File: src/rtl/core/chained_hash_table_top_defines.svh
// Assertion macros used by the hash table top level.
`ifndef CHAINED_HASH_TABLE_TOP_DEFINES_SVH
`define CHAINED_HASH_TABLE_TOP_DEFINES_SVH

// Immediate-consequence check: when a holds, b holds in the same cycle.
`define CHT_ASSERT_IMPL(label, clk, rst_n, a, b, msg) \
    label: assert property (@(posedge clk) disable iff (!rst_n) (a) |-> (b)) \
        else $error(msg);

// Next-cycle check: when a holds, b holds in the cycle after.
`define CHT_ASSERT_NEXT(label, clk, rst_n, a, b, msg) \
    label: assert property (@(posedge clk) disable iff (!rst_n) (a) |=> (b)) \
        else $error(msg);

`endif

File: src/rtl/core/cht_pkg.sv
// ----------------------------------------------------------------------------
// cht_pkg
// Shared types and constants of the chained hash table.
// ----------------------------------------------------------------------------
package cht_pkg;

    localparam int BUCKETS  = 16;
    localparam int POOL     = 64;
    localparam int KEY_BITS = 31;

    localparam int BKT_W  = (BUCKETS > 1) ? $clog2(BUCKETS) : 1;
    localparam int NODE_W = $clog2(POOL + 1);          // holds POOL as null mark
    localparam int IDX_W  = (POOL > 1) ? $clog2(POOL) : 1;
    localparam int SIZE_W = 5;
    localparam int PROBE_W = 7;

    localparam logic [NODE_W-1:0] NIL = NODE_W'(POOL);

    localparam logic OP_INSERT = 1'b0;
    localparam logic OP_FIND   = 1'b1;

    localparam logic [SIZE_W-1:0] TABLE_SIZE_RST = SIZE_W'(10);

    // Work item passed from the front (hash) to the back (chain walk).
    typedef struct packed {
        logic                op;
        logic [KEY_BITS-1:0] key;
        logic [BKT_W-1:0]    bucket;
    } t_job;

    typedef struct packed {
        logic               status;
        logic               found;
        logic [PROBE_W-1:0] probes;
    } t_result;

endpackage

File: src/rtl/core/cht_ram.sv
// ----------------------------------------------------------------------------
// cht_ram
// Generic single-port-write, single-port-read RAM with registered read.
// ----------------------------------------------------------------------------
module cht_ram #(
    parameter int WIDTH = 8,
    parameter int DEPTH = 16
) (
    input  logic                     i_clk,
    input  logic                     i_we,
    input  logic [$clog2(DEPTH)-1:0] i_waddr,
    input  logic [WIDTH-1:0]         i_wdata,
    input  logic [$clog2(DEPTH)-1:0] i_raddr,
    output logic [WIDTH-1:0]         o_rdata
);

    logic [WIDTH-1:0] r_mem [DEPTH];
    logic [WIDTH-1:0] r_rdata;

    always_ff @(posedge i_clk) begin
        if (i_we) begin
            r_mem[i_waddr] <= i_wdata;
        end
        r_rdata <= r_mem[i_raddr];
    end

    assign o_rdata = r_rdata;

endmodule

File: src/rtl/core/cht_front.sv
// ----------------------------------------------------------------------------
// cht_front
// Accepts items, reduces the key modulo the table size one bit per cycle,
// and hands the bucketed job to a two-entry queue.
// ----------------------------------------------------------------------------
module cht_front import cht_pkg::*; (
    input  logic                i_clk,
    input  logic                i_rst_n,
    input  logic                i_push,
    output logic                o_full,
    input  logic                i_op,
    input  logic [KEY_BITS-1:0] i_key,
    input  logic [SIZE_W-1:0]   i_table_size,
    output logic                o_job_valid,
    output t_job                o_job,
    input  logic                i_job_take
);

    typedef enum logic [1:0] {ST_IDLE, ST_MOD, ST_PUSH} t_state;

    t_state              r_state;
    logic [KEY_BITS-1:0] r_key;
    logic                r_op;
    logic [KEY_BITS-1:0] r_shift;
    logic [SIZE_W-1:0]   r_rem;
    logic [SIZE_W-1:0]   r_mod;
    logic [$clog2(KEY_BITS+1)-1:0] r_cnt;

    // Two-entry job queue.
    t_job r_q [2];
    logic r_q_wp, r_q_rp;
    logic [1:0] r_q_cnt;

    logic [SIZE_W-1:0] w_mod;
    logic [SIZE_W:0]   w_trial;
    logic              w_enq;
    logic              w_deq;

    always_comb begin
        w_mod = i_table_size;
        if (w_mod == '0) begin
            w_mod = SIZE_W'(1);
        end else if (w_mod > SIZE_W'(BUCKETS)) begin
            w_mod = SIZE_W'(BUCKETS);
        end
    end

    // Restoring remainder step: shift in the next key bit, subtract if possible.
    assign w_trial = {r_rem, r_shift[KEY_BITS-1]};

    assign o_full = (r_state != ST_IDLE);
    assign w_enq  = (r_state == ST_PUSH) && (r_q_cnt != 2'd2);
    assign w_deq  = i_job_take && (r_q_cnt != 2'd0);
    assign o_job_valid = (r_q_cnt != 2'd0);
    assign o_job       = r_q[r_q_rp];

    always_ff @(posedge i_clk) begin
        if (!i_rst_n) begin
            r_state <= ST_IDLE;
            r_q_wp  <= 1'b0;
            r_q_rp  <= 1'b0;
            r_q_cnt <= 2'd0;
        end else begin
            case (r_state)
                ST_IDLE: begin
                    if (i_push) begin
                        r_op    <= i_op;
                        r_key   <= i_key;
                        r_shift <= i_key;
                        r_rem   <= '0;
                        r_mod   <= w_mod;
                        r_cnt   <= '0;
                        r_state <= ST_MOD;
                    end
                end
                ST_MOD: begin
                    if (w_trial >= {1'b0, r_mod}) begin
                        r_rem <= SIZE_W'(w_trial - {1'b0, r_mod});
                    end else begin
                        r_rem <= SIZE_W'(w_trial);
                    end
                    r_shift <= r_shift << 1;
                    r_cnt   <= r_cnt + 1'b1;
                    if (r_cnt == ($clog2(KEY_BITS+1))'(KEY_BITS - 1)) begin
                        r_state <= ST_PUSH;
                    end
                end
                ST_PUSH: begin
                    if (w_enq) begin
                        r_state <= ST_IDLE;
                    end
                end
                default: r_state <= ST_IDLE;
            endcase
            if (w_enq) begin
                r_q[r_q_wp] <= '{op: r_op, key: r_key, bucket: BKT_W'(r_rem)};
                r_q_wp <= ~r_q_wp;
            end
            if (w_deq) begin
                r_q_rp <= ~r_q_rp;
            end
            r_q_cnt <= r_q_cnt + {1'b0, w_enq} - {1'b0, w_deq};
        end
    end

endmodule

File: src/rtl/core/cht_back.sv
// ----------------------------------------------------------------------------
// cht_back
// Walks bucket chains in the node memories, one node read per cycle, and
// produces one result per job into a two-entry output queue.
// ----------------------------------------------------------------------------
module cht_back import cht_pkg::*; (
    input  logic               i_clk,
    input  logic               i_rst_n,
    input  logic               i_job_valid,
    input  t_job               i_job,
    output logic               o_job_take,
    output logic               o_empty,
    input  logic               i_pop,
    output t_result            o_result
);

    typedef enum logic [2:0] {ST_IDLE, ST_START, ST_WAIT, ST_STEP, ST_DONE} t_state;

    t_state             r_state;
    t_job               r_job;
    logic [NODE_W-1:0]  r_head [BUCKETS];
    logic [NODE_W-1:0]  r_used;
    logic [NODE_W-1:0]  r_cur;
    logic [PROBE_W-1:0] r_steps;
    t_result            r_res;

    t_result r_oq [2];
    logic    r_oq_wp, r_oq_rp;
    logic [1:0] r_oq_cnt;

    logic                n_key_we, n_next_we;
    logic [IDX_W-1:0]    n_key_wa, n_next_wa, n_raddr;
    logic [NODE_W-1:0]   n_next_wd;
    logic [KEY_BITS-1:0] w_rkey;
    logic [NODE_W-1:0]   w_rnext;
    logic                w_enq, w_deq;

    cht_ram #(.WIDTH(KEY_BITS), .DEPTH(POOL)) u_key_ram (
        .i_clk  (i_clk),
        .i_we   (n_key_we),
        .i_waddr(n_key_wa),
        .i_wdata(r_job.key),
        .i_raddr(n_raddr),
        .o_rdata(w_rkey)
    );

    cht_ram #(.WIDTH(NODE_W), .DEPTH(POOL)) u_next_ram (
        .i_clk  (i_clk),
        .i_we   (n_next_we),
        .i_waddr(n_next_wa),
        .i_wdata(n_next_wd),
        .i_raddr(n_raddr),
        .o_rdata(w_rnext)
    );

    assign o_job_take = (r_state == ST_IDLE) && i_job_valid;
    assign w_enq = (r_state == ST_DONE) && (r_oq_cnt != 2'd2);
    assign w_deq = i_pop && (r_oq_cnt != 2'd0);
    assign o_empty  = (r_oq_cnt == 2'd0);
    assign o_result = r_oq[r_oq_rp];

    // Memory control: an insert with a free node writes it at ST_START and, on a
    // non-empty chain, links it to the tail in ST_STEP; the read address follows the walk.
    always_comb begin
        n_key_we  = 1'b0;
        n_next_we = 1'b0;
        n_key_wa  = IDX_W'(r_used);
        n_next_wa = IDX_W'(r_used);
        n_next_wd = NIL;
        n_raddr   = IDX_W'(r_cur);
        if (r_state == ST_START && r_job.op == OP_INSERT && r_used != NIL) begin
            n_key_we  = 1'b1;
            n_next_we = 1'b1;
        end else if (r_state == ST_STEP && r_job.op == OP_INSERT && w_rnext == NIL) begin
            // Tail reached: link the node just allocated (r_used already bumped).
            n_next_we = 1'b1;
            n_next_wa = IDX_W'(r_cur);
            n_next_wd = r_used - 1'b1;
        end
        if (r_state == ST_STEP) begin
            n_raddr = IDX_W'(w_rnext);
        end
    end

    always_ff @(posedge i_clk) begin
        if (!i_rst_n) begin
            r_state  <= ST_IDLE;
            r_used   <= '0;
            r_oq_wp  <= 1'b0;
            r_oq_rp  <= 1'b0;
            r_oq_cnt <= 2'd0;
            for (int i = 0; i < BUCKETS; i++) begin
                r_head[i] <= NIL;
            end
        end else begin
            case (r_state)
                ST_IDLE: begin
                    if (i_job_valid) begin
                        r_job   <= i_job;
                        r_state <= ST_START;
                    end
                end
                ST_START: begin
                    r_res   <= '{status: (r_job.op == OP_INSERT) && (r_used == NIL),
                                 found: 1'b0, probes: '0};
                    r_steps <= '0;
                    r_cur   <= r_head[r_job.bucket];
                    if (r_job.op == OP_INSERT) begin
                        if (r_used == NIL) begin
                            r_state <= ST_DONE;
                        end else begin
                            r_used <= r_used + 1'b1;
                            if (r_head[r_job.bucket] == NIL) begin
                                r_head[r_job.bucket] <= r_used;
                                r_state <= ST_DONE;
                            end else begin
                                r_state <= ST_WAIT;
                            end
                        end
                    end else if (r_head[r_job.bucket] == NIL) begin
                        r_state <= ST_DONE;
                    end else begin
                        r_state <= ST_WAIT;
                    end
                end
                ST_WAIT: begin
                    // Read of node r_cur is in flight.
                    r_state <= ST_STEP;
                end
                ST_STEP: begin
                    // w_rkey/w_rnext belong to r_cur; next read issued to w_rnext.
                    if (r_job.op == OP_FIND) begin
                        r_steps <= r_steps + 1'b1;
                        if (w_rkey == r_job.key) begin
                            r_res   <= '{status: 1'b0, found: 1'b1, probes: r_steps + 1'b1};
                            r_state <= ST_DONE;
                        end else if (w_rnext == NIL) begin
                            r_res   <= '{status: 1'b0, found: 1'b0, probes: r_steps + 1'b1};
                            r_state <= ST_DONE;
                        end
                    end else if (w_rnext == NIL) begin
                        r_state <= ST_DONE;
                    end
                    r_cur <= w_rnext;
                end
                ST_DONE: begin
                    if (w_enq) begin
                        r_state <= ST_IDLE;
                    end
                end
                default: r_state <= ST_IDLE;
            endcase
            if (w_enq) begin
                r_oq[r_oq_wp] <= r_res;
                r_oq_wp <= ~r_oq_wp;
            end
            if (w_deq) begin
                r_oq_rp <= ~r_oq_rp;
            end
            r_oq_cnt <= r_oq_cnt + {1'b0, w_enq} - {1'b0, w_deq};
        end
    end

endmodule

File: src/rtl/core/chained_hash_table_top.sv
// ----------------------------------------------------------------------------
// chained_hash_table_top
// Hash table with separate chaining over a bounded node pool.
// ----------------------------------------------------------------------------
//  Channel   Direction  Handshake          Payload
//  input     in         push / full        i_op, i_key
//  result    out        empty / pop        o_status, o_found, o_probes
//  config    in         APB psel/penable   table_size at address 0
//
// The front reduces each key modulo the table size one key bit at a time
// and takes no new item until its job is queued. The back skips the walk
// on an empty chain, else walks up to 64 nodes; results wait for queue space.
// Front and back overlap through a two-entry queue; results wait in
// a two-entry queue of their own. Reset clears the bucket heads at once.
// ----------------------------------------------------------------------------
`include "chained_hash_table_top_defines.svh"

module chained_hash_table_top import cht_pkg::*; (
    input  logic                i_clk,
    input  logic                i_rst_n,
    input  logic                push,
    output logic                full,
    input  logic                i_op,
    input  logic [KEY_BITS-1:0] i_key,
    output logic                empty,
    input  logic                pop,
    output logic                o_status,
    output logic                o_found,
    output logic [PROBE_W-1:0]  o_probes,
    input  logic                psel,
    input  logic                penable,
    input  logic                pwrite,
    input  logic [1:0]          paddr,
    input  logic [31:0]         pwdata,
    output logic [31:0]         prdata,
    output logic                pready
);

    localparam logic [1:0] ADDR_TABLE_SIZE = 2'd0;

    logic [SIZE_W-1:0] r_table_size;
    logic    w_job_valid, w_job_take;
    t_job    w_job;
    t_result w_result;

    assign pready = 1'b1;
    assign prdata = (paddr == ADDR_TABLE_SIZE) ? {27'd0, r_table_size} : 32'd0;

    always_ff @(posedge i_clk) begin
        if (!i_rst_n) begin
            r_table_size <= TABLE_SIZE_RST;
        end else if (psel && penable && pwrite && paddr == ADDR_TABLE_SIZE) begin
            r_table_size <= pwdata[SIZE_W-1:0];
        end
    end

    cht_front u_front (
        .i_clk       (i_clk),
        .i_rst_n     (i_rst_n),
        .i_push      (push),
        .o_full      (full),
        .i_op        (i_op),
        .i_key       (i_key),
        .i_table_size(r_table_size),
        .o_job_valid (w_job_valid),
        .o_job       (w_job),
        .i_job_take  (w_job_take)
    );

    cht_back u_back (
        .i_clk      (i_clk),
        .i_rst_n    (i_rst_n),
        .i_job_valid(w_job_valid),
        .i_job      (w_job),
        .o_job_take (w_job_take),
        .o_empty    (empty),
        .i_pop      (pop),
        .o_result   (w_result)
    );

    assign o_status = w_result.status;
    assign o_found  = w_result.found;
    assign o_probes = w_result.probes;

    // An insert that fails on a full pool (status set) never reports found or probes.
    `CHT_ASSERT_IMPL(a_insert_quiet, i_clk, i_rst_n, !empty && o_status, !o_found && o_probes == '0, "status set on a result with find fields")
    // A found key always took at least one comparison.
    `CHT_ASSERT_IMPL(a_found_probes, i_clk, i_rst_n, !empty && o_found, o_probes != '0, "found with zero probes")
    // The front stays busy in the cycle after it takes an item.
    `CHT_ASSERT_NEXT(a_front_busy, i_clk, i_rst_n, push && !full, full, "front accepted back to back")

endmodule
File: config.mk
export PLATFORM = sky130hd
export DESIGN_NAME = chained_hash_table_top
export DESIGN_NICKNAME = d
export VERILOG_FILES = /design/src/rtl/core/cht_pkg.sv /design/src/rtl/core/cht_ram.sv /design/src/rtl/core/cht_front.sv /design/src/rtl/core/cht_back.sv /design/src/rtl/core/chained_hash_table_top.sv
export VERILOG_INCLUDE_DIRS = /design/src /design/src/rtl/core
export SDC_FILE = /design/constraint.sdc
export NUM_CORES = 2
export LEC_CHECK = 0
export ABC_CLOCK_PERIOD_IN_PS = 9900
export BUFFER_PORTS_ARGS = -buffer_cell sky130_fd_sc_hd__buf_2
export CORE_MARGIN = 2
export CORE_UTILIZATION = 48
export DETAILED_ROUTE_END_ITERATION = 16
export SLEW_MARGIN = 40
export SYNTH_ARGS = -nofsm -noshare
export SYNTH_HDL_FRONTEND = slang
export SYNTH_HIERARCHICAL = 1
export SYNTH_SLANG_ARGS = --single-unit
File: constraint.sdc
create_clock -name i_clk -period 9.9 [get_ports i_clk]
set_input_delay 0.495 -clock i_clk [delete_from_list [all_inputs] [get_ports i_clk]]
set_output_delay 0.495 -clock i_clk [all_outputs]
set_load 0.02 [all_outputs]
Word level (Yosys, flattened, before mapping)
Memory sizes are Yosys's and may differ from the RTL's. A register that Yosys moved wholly into a read port is not among the register bits.
Index checks and enable logic that the tools add are counted.
- memories kept: 5
- bits in registers: 125
- output and inout port bits: 44
- input port bits: 73
- word-level logic and storage cells: 157
- memory bits (writable): 2634
- memory list (name ; depth ; width ; read ports ; clocked after Yosys merged registers in ; write ports ; RTL line ; text):
    u_back.u_key_ram.r_mem ; 64 ; 31 ; 1 ; 1 ; 1 ; cht_ram.sv:17 ; logic [WIDTH-1:0] r_mem [DEPTH];
    u_back.u_next_ram.r_mem ; 64 ; 7 ; 1 ; 1 ; 1 ; cht_ram.sv:17 ;
    u_back.r_head ; 16 ; 7 ; 1 ; 0 ; 16 ; cht_back.sv:21 ; logic [NODE_W-1:0] r_head [BUCKETS];
    u_front.r_q ; 2 ; 36 ; 1 ; 1 ; 1 ; cht_front.sv:30 ; t_job r_q [2];
    u_back.r_oq ; 2 ; 9 ; 1 ; 1 ; 1 ; cht_back.sv:27 ; t_result r_oq [2];
- magnitude comparators: 2
- add/subtract/negate cells: 9
- reductions and logical operators: 34
- eq/ne operators: 21
- bitwise logic cells: 6
- mux-type cells: 58
- operators with widths (cell ; number):
    case mux 31 bit (2 select lines) ; 1
    == test 31 bit ; 1
    2-to-1 mux 31 bit ; 1
    2-to-1 mux 7 bit ; 4
    2-to-1 mux 9 bit ; 3
    2-to-1 mux 3 bit ; 8
    2-to-1 mux 1 bit ; 23
    == test 7 bit (second input constant) ; 3
    2-to-1 mux 5 bit ; 4
    case mux 5 bit (2 select lines) ; 2
    2-to-1 mux 6 bit ; 3
    case mux 9 bit (2 select lines) ; 1
    AND reduction 3 bit ; 6
    case mux 3 bit (5 select lines) ; 1
    adder 7 x 1 -> 7 bit (second input constant) ; 2
    case mux 7 bit (2 select lines) ; 1
    logical AND 1 bit ; 13
    case mux 6 bit (2 select lines) ; 1
    inequality test 2 x 1 -> 1 bit (second input constant) ; 5
    nonzero test 2 bit ; 5
    inequality test 7 bit (second input constant) ; 1
    OR reduction 7 bit ; 1
    subtractor 7 x 1 -> 7 bit (second input constant) ; 1
    == test 3 x 2 -> 1 bit (second input constant) ; 2
    23 further kinds ; 37

Depth between registers and ports, before layout
An unclocked memory read counts as a cell.
- word-level depth: 10
- gate-level depth with buffers: 15
- gate-level depth less buffers: 10

Cells and area by module
Netlist, hierarchy kept.
- modules (own cells, without submodules) (module ; cells an instance ; times used ; seq. area each (µm²) ; area an instance (µm²)):
    cht_ram at u_back.u_key_ram ; 3418 ; 1 ; 60197.7 ; 76305.7
    cht_ram at u_back.u_next_ram ; 827 ; 1 ; 13593.0 ; 17635.7
    cht_back ; 664 ; 1 ; 6025.8 ; 9654.3
    cht_front ; 395 ; 1 ; 4644.5 ; 6110.9
    chained_hash_table_top ; 60 ; 1 ; 100.1 ; 488.0

Worst setup path after synthesis
OpenSTA, ideal clock, no wires.
- path type: register -> register
- from: reg u_back.r_used[0]
- to: mem u_back/u_key_ram/r_mem[48][0] in the netlist's numbering (enable)
- data required time: 9.442 ns
- stages on the path, launching flop included: 10
- arrival: 4.564 ns
- buffers on the path: 1
- library setup time: 0.458 ns
- slack: 4.878 ns
- clock period less this slack: 5.022 ns
- cell sequence: dfxtp_1 > inv_2 > buf_1 > ha_1 > nand2b_1 > nor4_1 > a21oi_1 > nor2b_1 > nand4b_1 > nor3_1
- word-level cells in the longest chain between the ends: 5
- RTL lines (item ; RTL line ; text):
    start, declared ; cht_back.sv:22 ; logic [NODE_W-1:0] r_used;
    start signal, assigned ; cht_back.sv:112 ; r_used <= r_used + 1'b1;
    inequality test 7 bit ; cht_back.sv:71 ; if (r_state == ST_START && r_job.op == OP_INSERT && r_used != NIL) begin
    logical AND 1 bit ; cht_back.sv:71 ;
    2-to-1 mux 1 bit ; cht_back.sv:71 ;
    via u_back.n_key_we ; cht_back.sv:31 ; logic n_key_we, n_next_we;
    2-to-1 mux 1 bit ; cht_ram.sv:21 ; if (i_we) begin
    2-to-1 mux 1 bit (implied by the code) ; cht_ram.sv:22 ; r_mem[i_waddr] <= i_wdata;
    end, declared ; cht_ram.sv:17 ;
The timed path passes the listed nets, and every way through them passes these cells.

Worst setup path after layout
- from: reg u_back.r_state[2]
- to: reg u_back.u_key_ram.r_rdata[30] (netlist: u_back/u_key_ram/o_rdata[30]), read port of u_back.u_key_ram.r_mem
- word-level cells in the longest chain between the ends: 2
- RTL lines (item ; RTL line ; text):
    start, declared ; cht_back.sv:19 ; t_state r_state;
    start signal, assigned ; cht_back.sv:87 ; r_state <= ST_IDLE;
    start signal, assigned ; cht_back.sv:100 ; r_state <= ST_START;
    start signal, assigned ; cht_back.sv:110 ; r_state <= ST_DONE;
    == test 3 x 2 -> 1 bit ; cht_back.sv:80 ; if (r_state == ST_STEP) begin
    2-to-1 mux 6 bit ; cht_back.sv:80 ;
    via u_back.n_raddr[0] ; cht_back.sv:32 ; logic [IDX_W-1:0] n_key_wa, n_next_wa, n_raddr;
    end, declared ; cht_ram.sv:18 ; logic [WIDTH-1:0] r_rdata;
The timed path passes the listed nets, and every way through them passes these cells.
A chain may end at the register's enable or synchronous reset.

==> metrics <==
status=completed; YS warnings=6; Netlist Area Pre-Place=0.1102 mm^2; vias post-DR=53860; CTS resizes=0; relative slew slack=35.29%; GR Overflow Total=0; Worst Tran Pin Value=960.6 ps; worst-path cell chain=nand3b_1 -> nand2_1 -> nand2_4 -> buf_12 -> buf_16 -> buf_4 -> mux4_2 -> mux4_2 -> o22ai_1 -> nor3_1; GRT Overall Usage=22.89%; Max clock buf depth=4; die width=483.1 um; DRT antenna net count=0; Mapped Cells=5364; Setup Slack @ Placement=4214 ps; VDD IR max=216.4 uV; DRC viols=0; CTS buffer count=306; initial core utilization=48.39%; initial DRC count=6040; synthesis-stage register bit count=2839; Fin Clk Skew=71.68 ps; Post-synth EDFFs=2770; Max stage delay cell, worst path=buf_4; Final min period=5265 ps; Pre-Repair DR Iteration Count=5; HPWL reported at the end of detailed placement=150.5 mm; root buffer cell=clkbuf_16; period utilisation layout=53.18%; Sum Neg Setup Slack=0 ps; vias in the first global route=54650; Rows=175; area grow syn2layout=13.54%; met3 Use GR=3.727%; CP required=10710 ps; leading post-synthesis cells by cell area=edfxtp_1 75%, mux4_2 11%, mux2i_1 2.9%; initial antenna violation count=13; sequential cell area fraction in the yosys report=76.74%; Final Slew Violations=0; Worst Path Max Fanout=73; fmax=189.9 MHz; cell mode on critical path=mux4_2; worst skew pair latency=950 ps; Worst Setup Path Type=flip-flop to flip-flop; I/O pin count=117; final WL=269.0 mm; Max-Cap Viols=0; fraction of layout instances using a drive strength above 1=25.00%; hold buffers post-CTS=44; final worst slack=4635 ps; post-synthesis cell type count=72; Leak=41.12 nW; routed vias/inst=6.046; Die H=483.1 um; nets@finish=5758; H-tree levels=5; Synth async-reset ratio=0%; type of destination of the critical path=flip-flop; most common cell in the netlist=edfxtp_1; met1 usage in global routing=32.21%; top_reg_cell synth=edfxtp_1; pwr dens=192.8 mW/mm^2; total core area=0.2277 mm^2; TritonCTS clock tree=yes; CP top delay family=simple AND/OR/NAND/NOR gates; grt peak-use layer=met2; CP Data Arrival Time=6080 ps; CTS clk-pin slew, worst paths=60 ps; Worst setup SP type=flip-flop; GRT met2 Usage=37.31%; die area=0.2334 mm^2; largest net degree at the start of global routing=112; post-synth top area cell=edfxtp_1; post-CTS setup buffers=0; min-delay worst type=input port to flip-flop; unrepaired setup endpoints after global routing=false; quantity of I/O buffers inserted on ports=61; syn avg cell area=20.54 um^2; final setup vio count=0; commonest cells in the netlist=2770 x edfxtp_1, 543 x mux4_2, 318 x mux2i_1; Routability Congestion=0.8407; TritonCTS Sinks=2839; Buf/Inv on CP=3; first-pass GRT wire length=387.4 mm; WL/cell=30.20 um; Final Hold Fails=0; top-area cell type share of the netlist area=75.48%; CP max stage delay=610 ps
-- metal layers --
| metal | up-vias | wire (um) |
|---|---|---|
| li1 | 22700 | - |
| met1 | 28790 | 112000 |
| met2 | 1971 | 131200 |
| met3 | 385 | 18570 |
| met4 | 4 | 7171 |
| met5 | - | 34 |
-- sequential cells by signal (all words and copies together) (netlist names), 9 cells and up, named ones only --
signal                    cells
u_back/r_job                 36
u_back/u_next_ram/r_mem     448
u_back/r_oq                  18
u_front/r_shift              31
u_front/r_q                  72
u_front/r_key                31
u_back/r_res                  9
u_back/u_key_ram/r_mem     1984
u_back/r_head               112
u_back/u_key_ram/o_rdata     31
-- worst min-delay path, stage by stage --
cell	delay [ps]
buf_2	90
nor2b_1	140
xnor2_1	140
nor2b_1	100
-- kinds of logic (layout without fill, tap and decap cells) --
family	count (synthesis)	count (layout)	share of synthesized area, %
muxes	925	925	14.64
adders and majority gates	17	17	0.1998
buffers and inverters	361	863	1.691
other	2	35	0.006815
DFF	2839	2839	76.74
xor gates and xnor gates	58	58	0.4610
AOI/OAI and AO/OA	481	481	2.936
and+or+nand+nor	681	681	3.327
-- layout make-up --
cell class / instances / area, um^2
Fill cell: 17230 / 102600
Sequential cell: 2839 / 84570
Multi-Input combinational cell: 2190 / 24630
Clock buffer: 385 / 8153
Tap cell: 3009 / 3765
Timing Repair Buffer: 302 / 2565
Clock inverter: 147 / 1297
Inverter: 29 / 108.9
Antenna cell: 7 / 17.52
-- path summary, 6_finish.rpt --
path	to	slack (ps)	depth (start not counted)	from
setup / recovery	u_back/u_key_ram/o_rdata[30]$_DFF_P_	4630	10	u_back/r_state[2]$_SDFFE_PN0P_
hold / removal	flip-flop	70	4	pop
setup reg to reg	u_back/u_key_ram/o_rdata[30]$_DFF_P_	4630	10	u_back/r_state[2]$_SDFFE_PN0P_
hold reg to reg	u_front/r_q[1][32]$_DFFE_PP_	430	0	u_front/r_key[28]$_DFFE_PP_
-- cells in the final DEF (no fill, tap or decap), drive strengths merged, types with 16 or more instances in the layout --
cell         netlist  layout
a21o              30      30
a21oi             17      17
a22oi            124     124
a31oi             54      54
and2              30      30
and3              31      31
buf              201     258
bufinv             0      23
clkbuf           131     385
clkinv             5     116
conb               2      28
dfxtp             69      69
dlygate4sd3        0      44
edfxtp          2770    2770
ha                16      16
inv               24      34
mux2              64      64
mux2i            318     318
mux4             543     543
nand2            162     162
nand2b            17      17
nand3             28      28
nand4             16      16
nor2             187     187
nor2b             23      23
nor3             120     120
o21ai             82      82
o22ai             98      98
o31ai             34      34
or3               21      21
xnor2             38      38
xor2              20      20
-- metrics by stage --
step / utilization [%] / area, um^2 / hold slack (ps) / power [mW] / cells
2_1_floorplan: - / 110300 / 421.5 / 13.41 / 5390
6_report: 54.94 / 125100 / 69.10 / 24.12 / 8908
4_1_cts: 54.84 / 124900 / 5.183 / 24.32 / 8894
5_1_grt: 54.94 / 125100 / 52.36 / 24.81 / 8902
3_3_place_gp: 50.35 / 114700 / 424.0 / 13.45 / 8306
3_5_place_dp: 50.50 / 115000 / 429.6 / 13.46 / 8318
-- report_power, final --
part	total (mW)	leakage (nW)	switching (mW)	internal, mW
clock	10.9	4.62	4.49	6.41
combinational	0.160	9.81	0.0961	0.0636
sequential	13.1	26.7	0.0174	13.0
(Power assumes the default switching activity.)
